$ cat config.mk
export PLATFORM = sky130hd
export DESIGN_NAME = vector_terminal_coord_encoder
export DESIGN_NICKNAME = d
export VERILOG_FILES = /design/src/rtl/vtce_pkg.sv /design/src/rtl/vtce_front.sv /design/src/rtl/vtce_queue.sv /design/src/rtl/vtce_back.sv /design/src/rtl/vector_terminal_coord_encoder.sv
export VERILOG_INCLUDE_DIRS = /design/src /design/src/rtl
export SDC_FILE = /design/constraint.sdc
export NUM_CORES = 1
export LEC_CHECK = 0
export ABC_AREA = 1
export BUFFER_PORTS_ARGS = -buffer_cell sky130_fd_sc_hd__buf_2
export CORE_UTILIZATION = 54
export CTS_BUF_LIST = sky130_fd_sc_hd__clkbuf_8
export DETAILED_ROUTE_END_ITERATION = 8
export PLACE_DENSITY = 0.84
export SYNTH_ARGS = -nofsm -noshare
export SYNTH_HDL_FRONTEND = slang
export SYNTH_HIERARCHICAL = 1
export SYNTH_SLANG_ARGS = --single-unit
$ cat constraint.sdc
create_clock -name clk -period 2.5 [get_ports clk]
set_input_delay 0.125 -clock clk [delete_from_list [all_inputs] [get_ports clk]]
set_output_delay 0.125 -clock clk [all_outputs]
set_load 0.02 [all_outputs]
$ cat src/rtl/vector_terminal_coord_encoder_defines.svh
// assertion macros for the vector terminal coordinate encoder
// used by modules that carry concurrent checks; expects clk and arst_n in scope
`ifndef VECTOR_TERMINAL_COORD_ENCODER_DEFINES_SVH
`define VECTOR_TERMINAL_COORD_ENCODER_DEFINES_SVH

// property that must hold at every clock edge outside reset
`define VTCE_ASSERT(lbl, prop, msg) \
	lbl: assert property (@(posedge clk) disable iff (!arst_n) (prop)) else $error(msg);

// condition that must hold in the cycle after a trigger
`define VTCE_ASSERT_NEXT(lbl, ante, cons, msg) \
	lbl: assert property (@(posedge clk) disable iff (!arst_n) (ante) |=> (cons)) else $error(msg);

`endif

$ cat src/rtl/vtce_pkg.sv
// shared types and constants of the vector terminal coordinate encoder
// no dependencies; imported by every module of the block
package vtce_pkg;

	// configuration register indexes
	localparam logic REG_WIDTH  = 1'b0;
	localparam logic REG_HEIGHT = 1'b1;

	localparam int unsigned LIMIT_W = 13;
	localparam int unsigned COORD_W = 16;
	localparam int unsigned FIELD_W = 5;
	localparam int unsigned EXTRA_W = 4;
	localparam int unsigned BYTE_W  = 7;

	// tag bits of the address bytes
	localparam logic [BYTE_W-1:0] TAG_HIGH  = 7'h20;
	localparam logic [BYTE_W-1:0] TAG_LOW_Y = 7'h60;
	localparam logic [BYTE_W-1:0] TAG_LOW_X = 7'h40;

	// byte positions in the send mask, in wire order
	localparam int unsigned POS_HY = 0;
	localparam int unsigned POS_EX = 1;
	localparam int unsigned POS_LY = 2;
	localparam int unsigned POS_HX = 3;
	localparam int unsigned POS_LX = 4;
	localparam int unsigned NBYTES = 5;

	// request queue between front and back
	localparam int unsigned QUEUE_DEPTH = 2;
	localparam int unsigned QPTR_W      = 1;
	localparam int unsigned QCNT_W      = 2;

	typedef struct packed {
		logic [LIMIT_W-1:0] width;
		logic [LIMIT_W-1:0] height;
	} cfg_t;

	// one classified point: field values and which optional bytes go out
	typedef struct packed {
		logic [FIELD_W-1:0] high_y;
		logic [EXTRA_W-1:0] extra;
		logic [FIELD_W-1:0] low_y;
		logic [FIELD_W-1:0] high_x;
		logic [FIELD_W-1:0] low_x;
		logic [NBYTES-2:0]  send;
	} cmd_t;

endpackage

$ cat src/rtl/vtce_front.sv
// front end: accepts points, clamps them, splits the fields and flags changed bytes
// depends on vtce_pkg
module vtce_front import vtce_pkg::*; (
	input  logic        clk,
	input  logic        arst_n,
	input  cfg_t        cfg,
	input  logic        s_tvalid,
	output logic        s_tready,
	input  logic [31:0] s_tdata,   // x_coord [15:0], y_coord [31:16]
	output logic        push,
	output cmd_t        push_cmd,
	input  logic        push_ready
);

	logic [COORD_W-1:0] x_in, y_in, x_cl, y_cl;
	logic [FIELD_W-1:0] hy, ly, hx, lx;
	logic [EXTRA_W-1:0] ex;
	logic               hy_chg, ex_chg, ly_chg, hx_chg;

	logic               prev_valid_q;
	logic [FIELD_W-1:0] prev_hy_q, prev_ly_q, prev_hx_q;
	logic [EXTRA_W-1:0] prev_ex_q;

	// clamp to limit minus one, a zero limit clamps to zero
	function automatic logic [COORD_W-1:0] clamp(input logic [COORD_W-1:0] v,
			input logic [LIMIT_W-1:0] lim);
		logic [COORD_W-1:0] lim_ext;
		lim_ext = {{(COORD_W-LIMIT_W){1'b0}}, lim};
		if (lim == '0) begin
			return '0;
		end else if (v >= lim_ext) begin
			return lim_ext - COORD_W'(1);
		end
		return v;
	endfunction

	assign x_in = s_tdata[15:0];
	assign y_in = s_tdata[31:16];

	// clamp and split into address fields
	always_comb begin
		x_cl = clamp(x_in, cfg.width);
		y_cl = clamp(y_in, cfg.height);
		hy   = y_cl[11:7];
		ly   = y_cl[6:2];
		hx   = x_cl[11:7];
		lx   = x_cl[6:2];
		ex   = {y_cl[1:0], x_cl[1:0]};
	end

	// changed-byte detection, everything differs before the first point
	always_comb begin
		hy_chg = !prev_valid_q || (hy != prev_hy_q);
		ex_chg = !prev_valid_q || (ex != prev_ex_q);
		ly_chg = !prev_valid_q || (ly != prev_ly_q);
		hx_chg = !prev_valid_q || (hx != prev_hx_q);
	end

	always_comb begin
		push_cmd.high_y       = hy;
		push_cmd.extra        = ex;
		push_cmd.low_y        = ly;
		push_cmd.high_x       = hx;
		push_cmd.low_x        = lx;
		push_cmd.send[POS_HY] = hy_chg;
		push_cmd.send[POS_EX] = ex_chg;
		push_cmd.send[POS_LY] = ex_chg || ly_chg || hx_chg;
		push_cmd.send[POS_HX] = hx_chg;
	end

	assign s_tready = push_ready;
	assign push     = s_tvalid && push_ready;

	// last-sent history
	always_ff @(posedge clk or negedge arst_n) begin
		if (!arst_n) begin
			prev_valid_q <= 1'b0;
		end else if (push) begin
			prev_valid_q <= 1'b1;
		end
	end

	always_ff @(posedge clk) begin
		if (push) begin
			prev_hy_q <= hy;
			prev_ex_q <= ex;
			prev_ly_q <= ly;
			prev_hx_q <= hx;
		end
	end

endmodule

$ cat src/rtl/vtce_queue.sv
// short request queue decoupling the front end from the byte serialiser
// depends on vtce_pkg
module vtce_queue import vtce_pkg::*; (
	input  logic clk,
	input  logic arst_n,
	input  logic push,
	input  cmd_t push_cmd,
	output logic push_ready,
	output logic pop_valid,
	output cmd_t pop_cmd,
	input  logic pop
);

	cmd_t              entry_q [QUEUE_DEPTH];
	logic [QPTR_W-1:0] wr_ptr_q, rd_ptr_q;
	logic [QCNT_W-1:0] count_q;

	assign push_ready = (count_q != QCNT_W'(QUEUE_DEPTH));
	assign pop_valid  = (count_q != '0);
	assign pop_cmd    = entry_q[rd_ptr_q];

	// pointers and fill level
	always_ff @(posedge clk or negedge arst_n) begin
		if (!arst_n) begin
			wr_ptr_q <= '0;
			rd_ptr_q <= '0;
			count_q  <= '0;
		end else begin
			if (push) begin
				wr_ptr_q <= wr_ptr_q + QPTR_W'(1);
			end
			if (pop) begin
				rd_ptr_q <= rd_ptr_q + QPTR_W'(1);
			end
			case ({push, pop})
				2'b10:   count_q <= count_q + QCNT_W'(1);
				2'b01:   count_q <= count_q - QCNT_W'(1);
				default: count_q <= count_q;
			endcase
		end
	end

	// storage
	always_ff @(posedge clk) begin
		if (push) begin
			entry_q[wr_ptr_q] <= push_cmd;
		end
	end

endmodule

$ cat src/rtl/vtce_back.sv
// back end: serialises one queued request into address bytes through an output register
// depends on vtce_pkg and the assertion macro header
`include "vector_terminal_coord_encoder_defines.svh"

module vtce_back import vtce_pkg::*; (
	input  logic       clk,
	input  logic       arst_n,
	input  logic       q_valid,
	input  cmd_t       q_cmd,
	output logic       q_pop,
	output logic       m_tvalid,
	input  logic       m_tready,
	output logic [7:0] m_tdata,   // out_byte [6:0], zero [7]
	output logic       m_tlast    // last_byte
);

	cmd_t              cur_q;
	logic [NBYTES-1:0] pend_q;
	logic              cur_valid_q;
	logic              out_valid_q;
	logic [BYTE_W-1:0] byte_q;
	logic              last_q;

	logic              out_free, emit, sel_last;
	logic [NBYTES-1:0] sel_mask;
	logic [BYTE_W-1:0] sel_byte;

	assign out_free = !out_valid_q || m_tready;
	assign emit     = cur_valid_q && out_free;
	assign sel_last = (pend_q[NBYTES-2:0] == '0);
	assign q_pop    = q_valid && (!cur_valid_q || (emit && sel_last));

	// pick the first pending byte in wire order
	always_comb begin
		sel_mask = '0;
		sel_byte = TAG_LOW_X | {2'b00, cur_q.low_x};
		if (pend_q[POS_HY]) begin
			sel_mask[POS_HY] = 1'b1;
			sel_byte         = TAG_HIGH | {2'b00, cur_q.high_y};
		end else if (pend_q[POS_EX]) begin
			sel_mask[POS_EX] = 1'b1;
			sel_byte         = TAG_LOW_Y | {3'b000, cur_q.extra};
		end else if (pend_q[POS_LY]) begin
			sel_mask[POS_LY] = 1'b1;
			sel_byte         = TAG_LOW_Y | {2'b00, cur_q.low_y};
		end else if (pend_q[POS_HX]) begin
			sel_mask[POS_HX] = 1'b1;
			sel_byte         = TAG_HIGH | {2'b00, cur_q.high_x};
		end else begin
			sel_mask[POS_LX] = 1'b1;
		end
	end

	// current request and its pending bytes
	always_ff @(posedge clk or negedge arst_n) begin
		if (!arst_n) begin
			cur_valid_q <= 1'b0;
			pend_q      <= '0;
		end else if (q_pop) begin
			cur_valid_q <= 1'b1;
			pend_q      <= {1'b1, q_cmd.send};
		end else if (emit) begin
			pend_q <= pend_q & ~sel_mask;
			if (sel_last) begin
				cur_valid_q <= 1'b0;
			end
		end
	end

	always_ff @(posedge clk) begin
		if (q_pop) begin
			cur_q <= q_cmd;
		end
	end

	// output register
	always_ff @(posedge clk or negedge arst_n) begin
		if (!arst_n) begin
			out_valid_q <= 1'b0;
		end else if (out_free) begin
			out_valid_q <= emit;
		end
	end

	always_ff @(posedge clk) begin
		if (emit) begin
			byte_q <= sel_byte;
			last_q <= sel_last;
		end
	end

	assign m_tvalid = out_valid_q;
	assign m_tdata  = {1'b0, byte_q};
	assign m_tlast  = last_q;

	// checks
	`VTCE_ASSERT(a_lowx_pending, !cur_valid_q || pend_q[POS_LX], "active request lost its low-x byte")
	`VTCE_ASSERT(a_idle_clean, cur_valid_q || (pend_q == '0), "idle serialiser holds pending bytes")
	`VTCE_ASSERT_NEXT(a_last_marked, emit && sel_last, m_tvalid && m_tlast, "final byte not marked last")

endmodule

$ cat src/rtl/vector_terminal_coord_encoder.sv
// Vector terminal coordinate encoder: each accepted point (x, y) is clamped to the
// configured screen size and leaves as one to five 7-bit address bytes (high-y, extra,
// low-y, high-x, low-x); low-x always goes, with tlast, low-y also on an extra or
// high-x change, the others only when changed. The single byte-wide output register
// sends them; a two-entry request queue lets new points be taken while earlier bytes
// drain. No clearing pass after reset. Configuration: screen_width at address 0,
// screen_height at address 4, written by the user only while the block is idle; the
// block does not enforce it. Depends on vtce_pkg, vtce_front, vtce_queue and vtce_back
module vector_terminal_coord_encoder import vtce_pkg::*; (
	input  logic        clk,
	input  logic        arst_n,
	// configuration port
	input  logic        psel,
	input  logic        penable,
	input  logic        pwrite,
	input  logic [2:0]  paddr,
	input  logic [31:0] pwdata,
	output logic [31:0] prdata,
	output logic        pready,
	// point stream
	input  logic        s_tvalid,
	output logic        s_tready,
	input  logic [31:0] s_tdata,   // x_coord [15:0], y_coord [31:16]
	// byte stream
	output logic        m_tvalid,
	input  logic        m_tready,
	output logic [7:0]  m_tdata,   // out_byte [6:0], zero [7]
	output logic        m_tlast    // last_byte
);

	cfg_t cfg_q;
	logic reg_idx;
	logic cfg_wr;
	logic push, push_ready, q_valid, q_pop;
	cmd_t push_cmd, q_cmd;

	assign pready  = 1'b1;
	assign reg_idx = paddr[2];
	assign cfg_wr  = psel && penable && pwrite;

	// configuration registers
	always_ff @(posedge clk or negedge arst_n) begin
		if (!arst_n) begin
			cfg_q.width  <= LIMIT_W'(4096);
			cfg_q.height <= LIMIT_W'(3072);
		end else if (cfg_wr) begin
			unique case (reg_idx)
				REG_WIDTH:  cfg_q.width  <= pwdata[LIMIT_W-1:0];
				REG_HEIGHT: cfg_q.height <= pwdata[LIMIT_W-1:0];
				default:    cfg_q        <= cfg_q;
			endcase
		end
	end

	// register read-back
	always_comb begin
		unique case (reg_idx)
			REG_WIDTH:  prdata = {{(32-LIMIT_W){1'b0}}, cfg_q.width};
			REG_HEIGHT: prdata = {{(32-LIMIT_W){1'b0}}, cfg_q.height};
			default:    prdata = '0;
		endcase
	end

	vtce_front u_front (
		.clk        (clk),
		.arst_n     (arst_n),
		.cfg        (cfg_q),
		.s_tvalid   (s_tvalid),
		.s_tready   (s_tready),
		.s_tdata    (s_tdata),
		.push       (push),
		.push_cmd   (push_cmd),
		.push_ready (push_ready)
	);

	vtce_queue u_queue (
		.clk        (clk),
		.arst_n     (arst_n),
		.push       (push),
		.push_cmd   (push_cmd),
		.push_ready (push_ready),
		.pop_valid  (q_valid),
		.pop_cmd    (q_cmd),
		.pop        (q_pop)
	);

	vtce_back u_back (
		.clk      (clk),
		.arst_n   (arst_n),
		.q_valid  (q_valid),
		.q_cmd    (q_cmd),
		.q_pop    (q_pop),
		.m_tvalid (m_tvalid),
		.m_tready (m_tready),
		.m_tdata  (m_tdata),
		.m_tlast  (m_tlast)
	);

endmodule

# Word-level counts from Yosys, hierarchy flattened
# Memories as Yosys holds them, arrays and structs flattened.
# Cells that the tools add are included.
# word_totals
inputBits	74
rom_bits	0
mem_bits_rw	56
word_cells	100
latchBits	0
mem_count	1
out_inout_bits	44
register_bits	89
# op_classes
eq_ne	7
multipliers	0
mux	31
n_reduce_logical	28
div	0
shift	0
n_lt_le_gt_ge	2
addsub	6
n_bitwise	3
# memory_table
name	depth	width	rd	rd_clocked_by_memory_dff	write_ports	line_no	text
u_queue.entry_q	2	28	1	0	1	vtce_queue.sv:14	cmd_t entry_q [QUEUE_DEPTH];
# op_table
cell	n
two-way mux 12 bit	6
case mux 32 bit (2 select lines)	1
greater-or-equal comparator 16 x 13 -> 1 bit	2
zero test 13 bit	2
subtractor 12 x 1 -> 12 bit, second input constant	2
two-way mux 7 bit	3
two-way mux 5 bit	3
inequality test 5 bit	3
two-way mux 1 bit	14
logical OR 1 bit	8
nonzero test 2 bit	4
logical AND 1 bit	6
AND reduction 2 bit	3
AND 5 bit	1
inverter 5 bit	1
zero test 4 bit	1
two-way mux 4 bit	1
inequality test 4 bit	1
case mux 2 bit (2 select lines)	1
zero test 1 bit	3
two-way mux 3 bit	1
OR reduction 3 bit	1
adder 1 bit, second input constant	2
adder 2 x 1 -> 2 bit, second input constant	1
other kinds (6)	6

# Logic depth before layout (Yosys ltp)
# Gate-level depths: netlist (run 1).
# logic_depth
word_depth	8
ltp_mapped	20
depth_no_buf	19

# Modules after synthesis
# Netlist (run 1), hierarchy kept.
# modules_own_cells
module	area_per_inst_um2	cells_each	instances
vtce_front	2981.6	455	1
vtce_queue	2311.0	170	1
vtce_back	1514.0	123	1
vector_terminal_coord_encoder	1386.3	180	1

# Worst setup path after synthesis (run 1)
# Ideal clock, no wire load.
# synth_path
kind	register -> register
startpoint	register u_queue.count_q[0]
endpoint	memory u_queue/entry_q[0][0] (netlist name), enable pin
arrival_ns	2.334
path_buffers	0
setup_slack_ns	-0.247
period_less_slack_ns	2.747
stages_incl_launch_ff	7
setup_time_ns	0.413
cell_sequence	dfrtp_1 > inv_1 > nand2_1 > nand2_1 > inv_1 > inv_1 > nor2_1
# synth_via
elab_chain_len	4
# synth_lines
element	line_no	text
start: declaration	vtce_queue.sv:16	logic [QCNT_W-1:0] count_q;
start signal: assignment	vtce_queue.sv:36	2'b10: count_q <= count_q + QCNT_W'(1);
start signal: assignment	vtce_queue.sv:37	2'b01: count_q <= count_q - QCNT_W'(1);
start signal: assignment	vtce_queue.sv:38	default: count_q <= count_q;
inequality test 2 bit	vtce_queue.sv:18	assign push_ready = (count_q != QCNT_W'(QUEUE_DEPTH));
via push_ready	vector_terminal_coord_encoder.sv:34	logic push, push_ready, q_valid, q_pop;
logical AND 1 bit	vtce_front.sv:72	assign push = s_tvalid && push_ready;
via push	vector_terminal_coord_encoder.sv:34	
two-way mux 1 bit	vtce_queue.sv:45	if (push) begin
two-way mux 1 bit (implied by the code)	vtce_queue.sv:46	entry_q[wr_ptr_q] <= push_cmd;
end: declaration	vtce_queue.sv:14	
# The timed path passes the listed nets, and every way through them passes these cells.

==> flow_summary.ini, run 1 <==
[pwr]
intPower_mw = 5.658
sw_frac_of_total = 0.3898
power_leakage_nw = 4.763
p_seq_frac = 0.422
ir_drop_v = 0.0005593
p_switching_mw = 3.615
power.share.clock = 0.195
pwr-share-comb = 0.384
p_per_area_mw_per_mm2 = 932.7

[logic_synthesis]
synth_edf_count = 107
yosys_warnings = 6
ys_seq_area_frac = 0.5057
synth_ff_type = edfxtp_1
syn_inst = 928
synthArstFlopShare = 0.2569
synth_area_mm2 = 0.008193
synthTopCellsByCount = nand2_1 (285), inv_1 (128), edfxtp_1 (107)
avgSynthCellArea_um2 = 8.829
ys_top_cells_by_area = edfxtp_1 (39%), nand2_1 (13%), dfrtp_1 (10%), inv_1 (5.9%), nand3_1 (4.8%)
synth-seq-cells = 144
synth.most_common_cell = nand2_1
netlist.area_leader.share = 0.3922
yosysUniqueCellTypes = 44
yosys.area.top_type = edfxtp_1

[cells_and_area]
final_util = 0.6789
antennaDiodeCount = 0
final_cells = 1278
num-nets-final = 1185
final_layout_size_suffix_gt1_frac = 0.2678
design_area_mm2 = 0.009942
area_growth_pct = 21.35

[floorplanning]
fp-row-count = 44
dieArea_mm2 = 0.01567
num_io_pins = 118
die_x_um = 125.2
die_y_um = 125.2
coreArea_mm2 = 0.01464
start_util = 0.5595

[detailed_routing]
top_layer = met4
drt_iter0_drc = 659
vias = 6858
route.detailed.drc = 0
ant_nets = 0
firstDrtPassIters = 7
dr_wl_met2_um = 10270
wl_met1_um = 7575
avgRoutedWirePerCell_um = 15.53
wl_met3_um = 1247
totalWireLength_um = 19850
via_per_inst = 5.366

[job]
max_cap_violations = 0

[clock_tree]
h-tree-depth = 4
numClockSinks = 144
clockBufferDepth = 2
clkSlewWorstSetupHoldPaths_ns = 0.09
cts_tree = done
insertion_delay_ns = 0.46
root_buffer = clkbuf_8
numCtsBuffers = 17

[global_routing]
track_usage = 0.2432
grt_pass1_vias = 6389
antenna_found_initial = 0
overflow = 0
grt_pass1_wl_um = 29500
grt_max_degree = 58

[timing]
skew_ns = 0.01473
max_slew_margin = 0.3993
setup_ws_ns = -0.07255
whs_ns = 0.08383
max_freq_ghz = 0.3887
setup_viol = 4
maxSlewViolCount = 0
period_needed_ns = 2.573
hold_viol_final = 0
finalCritPeriodShare = 1.029
worstMarginPinSlew_ns = 0.9010

[worst_setup_path]
arrival_ns = 2.78
cp.required_ns = 2.70
cp-start-kind = flop
worstSetupPathType = flop to flop
crit_chain = inv_2, ha_1, nand2_1, inv_1, nand2_2, nor2_1, nor2_1, nand2_1, nand2_4, buf_6, clkbuf_16, nand3_1, nand3_2, nand2_2, nor2_4, nand2_2, nor2_4, nand3_2
slowest_delay_ns = 0.41
critPathSlowestCell = dfrtp_1
r2r_cells = 18
cp_max_fo = 5
cp_top_family = simple AND/OR/NAND/NOR gates
crit_buf_inv = 4
path_depth = 18
crit_top_cell = nand2_2
cp-end-kind = flop

[place]
io_buffers = 75
placed_area_mm2 = 0.008797
dp_cells = 1200
place_congestion = 0.9045
dp_hpwl_um = 12780

[outcome]
violations = negative setup slack
status = complete, but fails checks

[worst_hold_path]
min_delay_path_depth = 3
min_path_type = input port to flop
-- per-stage QoR --
stage | setup TNS [ns] | power (mW) | worst slack (ns)
after floorplan | 0 | 6.235 | 0.1968
after global placement | 0 | 6.994 | 0.06588
after detailed placement | -0.1701 | 7.151 | -0.07826
after CTS | 0 | 9.001 | 0.01499
after global routing | -0.9794 | 9.881 | -0.2083
final | -0.2634 | 9.273 | -0.07255
-- layer usage --
layer | vias to the layer above | track usage
li1 | 3265 | -
met1 | 3220 | 0.2845
met2 | 305 | 0.4328
met3 | 68 | 0.04664
met4 | 0 | 0.1112
met5 | - | 0
-- cell type report --
cell class	instances	area, um2
Clock buffer	17	234.0
Clock inverter	15	156.4
Fill cell	1090	4702
Inverter	139	526.8
Multi-Input combinational cell	618	3530
Sequential cell	144	4145
Tap cell	184	230.2
Timing Repair Buffer	161	1120
-- state kept, by name (all words and copies together) (netlist names) --
| register | flops |
|---|---|
| u_front/prev_valid_q | 1 |
| u_front/prev_ex_q | 4 |
| u_queue/rd_ptr_q | 1 |
| cfg_q | 26 |
| u_front/prev_hy_q | 5 |
| u_back/byte_q | 7 |
| u_queue/wr_ptr_q | 1 |
| u_front/prev_ly_q | 5 |
| u_queue/count_q | 2 |
| u_back/m_tvalid | 1 |
| u_back/pend_q | 4 |
| u_front/prev_hx_q | 5 |
| u_queue/entry_q | 56 |
| u_back/cur_q | 24 |
| u_back/m_tlast | 1 |
| u_back/cur_valid_q | 1 |
-- power by group through the flow --
stage	Combinational, mW	Clock, mW	Sequential [mW]
CTS	3.25	1.84	3.91
detailed placement	3.20	0	3.95
floorplan	2.24	0	4.00
global route	3.97	1.94	3.98
global placement	3.07	0	3.92
finish	3.56	1.81	3.91
-- final timing paths --
check	start	end	slack, ns
setup reg to reg	cfg_q[20]	u_queue/entry_q[0][2]	-0.07
hold reg to reg	cfg_q[25]	cfg_q[25]	0.49
setup / recovery	cfg_q[20]	u_queue/entry_q[0][2]	-0.07
max in group asynchronous	arst_n	cfg_q[16]	1.55
hold / removal	s_tdata[4]	u_queue/entry_q[0][6]	0.08
min in group asynchronous	arst_n	u_queue/count_q[0]	0.33
-- layout by cell type (no fill, tap or decap), drive strengths merged --
cell type | synthesis | layout
o22ai | 5 | 5
and2 | 1 | 1
o211ai | 3 | 3
nor2 | 58 | 58
nand3 | 90 | 90
ha | 30 | 30
nor3 | 3 | 3
nand4 | 11 | 11
dfstp | 3 | 3
dlygate4sd3 | 0 | 16
or2 | 3 | 3
conb | 3 | 21
clkbuf | 3 | 18
nand2b | 2 | 2
nand3b | 6 | 6
xor2 | 10 | 10
bufinv | 0 | 1
nor3b | 2 | 2
mux2 | 1 | 1
buf | 44 | 144
a21boi | 1 | 1
edfxtp | 107 | 107
nand2 | 299 | 301
xnor2 | 3 | 3
o21bai | 1 | 1
dfrtp | 34 | 34
and3 | 1 | 1
o21ai | 47 | 47
inv | 139 | 149
a21oi | 18 | 18
clkinv | 0 | 4
-- repair_timing --
action / CTS / global route
hold endpoints to repair: 63 / 0
hold buffers: 16 / 0
pin swaps: 2 / 40
setup endpoints to repair: 4 / 8
setup buffers: 0 / 26
resized for setup: 5 / 76
cloned: 1 / 3
-- kinds of logic after synthesis --
family | share of synthesized area
flip-flops | 0.5057
AND/OR/NAND/NOR | 0.2694
XOR/XNOR | 0.01390
AO/OA/AOI/OAI | 0.05131
buffers and inverters | 0.1112
adder cells (fa/ha/maj) | 0.04582
other | 0.001374
multiplexers | 0.001374
-- worst min-delay path: cells and delay by family --
kind / cells / cell delay [ns]
buffers and inverters: 1 / 0.09
AO/OA/AOI/OAI: 1 / 0.15
AND/OR/NAND/NOR: 1 / 0.04
Note: power is estimated with default switching activity, not from simulation.
==> run 2: changes to the inputs <==
- RECOVER_POWER: default -> 50
==> flow_summary.ini, run 2 (same netlist as run 1, synthesis figures left out) <==
[worst_setup_path]
cp_top_family = simple AND/OR/NAND/NOR gates
cp-end-kind = flop
crit_chain = inv_2, ha_1, nand2_1, inv_1, nand2_2, nor2_1, nor2_1, nand2_1, nand2_4, buf_6, clkbuf_16, nand3_1, nand3_2, nand2_2, nor2_4, nand2_2, nor2_4, nand3_2
crit_buf_inv = 4
r2r_slack_ns = -0.07
cp-start-kind = flop
slowest_delay_ns = 0.41
crit_top_cell = nand2_2
cp_max_fo = 5
cp.required_ns = 2.70
arrival_ns = 2.77
critPathSlowestCell = dfrtp_1
timing.rr.start = cfg_q[20]
r2r_cells = 18
worstSetupPathType = flop to flop
rr_endpoint = u_queue/entry_q[0][2]

[worst_hold_path]
min_delay_path_depth = 3
hold_end = u_queue/entry_q[0][6]
min_path_type = input port to flop
min-delay-start = s_tdata[4]

[place]
place_congestion = 0.9045
io_buffers = 75
dp_hpwl_um = 12780
post-place-ws_ns = -0.07826
placed_area_mm2 = 0.008797
dp_cells = 1200

[timing]
max_freq_ghz = 0.3898
tns_ns = -0.2337
skew_ns = 0.01493
max_slew_margin = 0.1559
maxSlewViolCount = 0
hold_viol_final = 0
finalCritPeriodShare = 1.026
setup_ws_ns = -0.06535
whs_ns = 0.08946
worstMarginPinSlew_ns = 1.266
setup_viol = 4
period_needed_ns = 2.565

[global_routing]
grt-busiest-layer = met2
track_usage = 0.2432
grt_pass1_wl_um = 29500
use_met1 = 0.2845
grt_pass1_vias = 6389
overflow = 0
grt_max_degree = 58
antenna_found_initial = 0
met3_usage = 0.04664
grt_util_met2 = 0.4328

[job]
max_cap_violations = 0

[cells_and_area]
design_area_mm2 = 0.009881
final_util = 0.6747
regMostFlops = u_queue/entry_q
fillers = 1116
mostFrequentLayoutCells = nand2_1 (275), inv_1 (123), edfxtp_1 (107)
area_growth_pct = 20.60
reg.largest.list = u_queue/entry_q: 56 flops, cfg_q: 26 flops, u_back/cur_q: 24 flops
largest_reg_flops = 56
antennaDiodeCount = 0
final_layout_size_suffix_gt1_frac = 0.2422
layout_commonest_cell = nand2_1
num-nets-final = 1185
final_cells = 1278

[floorplanning]
start_util = 0.5595
dieArea_mm2 = 0.01567
fp-row-count = 44
coreArea_mm2 = 0.01464
die_y_um = 125.2
die_x_um = 125.2
num_io_pins = 118

[pwr]
p_total_mw = 9.201
p_per_area_mw_per_mm2 = 931.2
ir_drop_v = 0.0005586
power_leakage_nw = 4.677

[clock_tree]
numCtsBuffers = 17
clkSlewWorstSetupHoldPaths_ns = 0.09
cts_tree = done
insertion_delay_ns = 0.46
h-tree-depth = 4
clockBufferDepth = 2
root_buffer = clkbuf_8
numClockSinks = 144

[detailed_routing]
via_per_inst = 5.357
ant_nets = 0
firstDrtPassIters = 7
vias = 6846
avgRoutedWirePerCell_um = 15.43
totalWireLength_um = 19720
route.detailed.drc = 0
drt_iter0_drc = 544

[outcome]
status = complete, but fails checks
violations = negative setup slack
## run 2: final cells by class
class                           instances  area, um2  area share
Clock inverter                         15      156.4     0.01583
Tap cell                              184      230.2     0.02330
Clock buffer                           17      234.0     0.02368
Timing Repair Buffer                  161       1085      0.1098
Inverter                              139      525.5     0.05318
Multi-Input combinational cell        618       3505      0.3547
Sequential cell                       144       4145      0.4195
## run 2: layer usage
layer | up-vias | part of all wire
met1 | 3174 | 0.38
met3 | 71 | 0.064
met5 | - | 0
li1 | 3263 | -
met4 | 0 | 0.037
met2 | 338 | 0.52
## run 2: report_power, final
part / total, mW / internal [mW] / switching (mW)
logic: 3.49 / 1.19 / 2.30
registers: 3.90 / 3.59 / 0.308
clock network: 1.81 / 0.826 / 0.979
## run 2: worst max-delay path by stage
| stage | startpoint | end | slack (ns) | cells after the start |
|---|---|---|---|---|
| after floorplan | u_queue/count_q[0] | u_queue/entry_q[0][0] | 0.20 | 6 |
| after global routing | cfg_q[20] | u_queue/entry_q[0][2] | -0.21 | 18 |
| after global placement | cfg_q[11] | u_queue/entry_q[1][2] | 0.07 | 15 |
| after detailed placement | cfg_q[10] | u_queue/entry_q[0][2] | -0.08 | 15 |
| final | cfg_q[20] | u_queue/entry_q[0][2] | -0.07 | 18 |
| after CTS | cfg_q[11] | u_queue/entry_q[0][2] | 0.01 | 13 |
## run 2: timing repair
action / CTS / global route
pin swaps: 2 / 40
cloned: 1 / 3
endpoints found under the hold margin: 63 / 0
buffers inserted: 0 / 26
hold buffers: 16 / 0
setup endpoints to repair: 4 / 8
gates resized for setup: 5 / 76
## run 2: worst reg2reg max path, stage by stage, from the launching register on
cell and delay (ns):
dfrtp_1 0.41, inv_2 0.10, ha_1 0.26, nand2_1 0.08, inv_1 0.07, nand2_2 0.08
nor2_1 0.05, nor2_1 0.09, nand2_1 0.09, nand2_4 0.15, buf_6 0.13, clkbuf_16 0.12
nand3_1 0.10, nand3_2 0.11, nand2_2 0.08, nor2_4 0.13, nand2_2 0.07, nor2_4 0.12
nand3_2 0.09
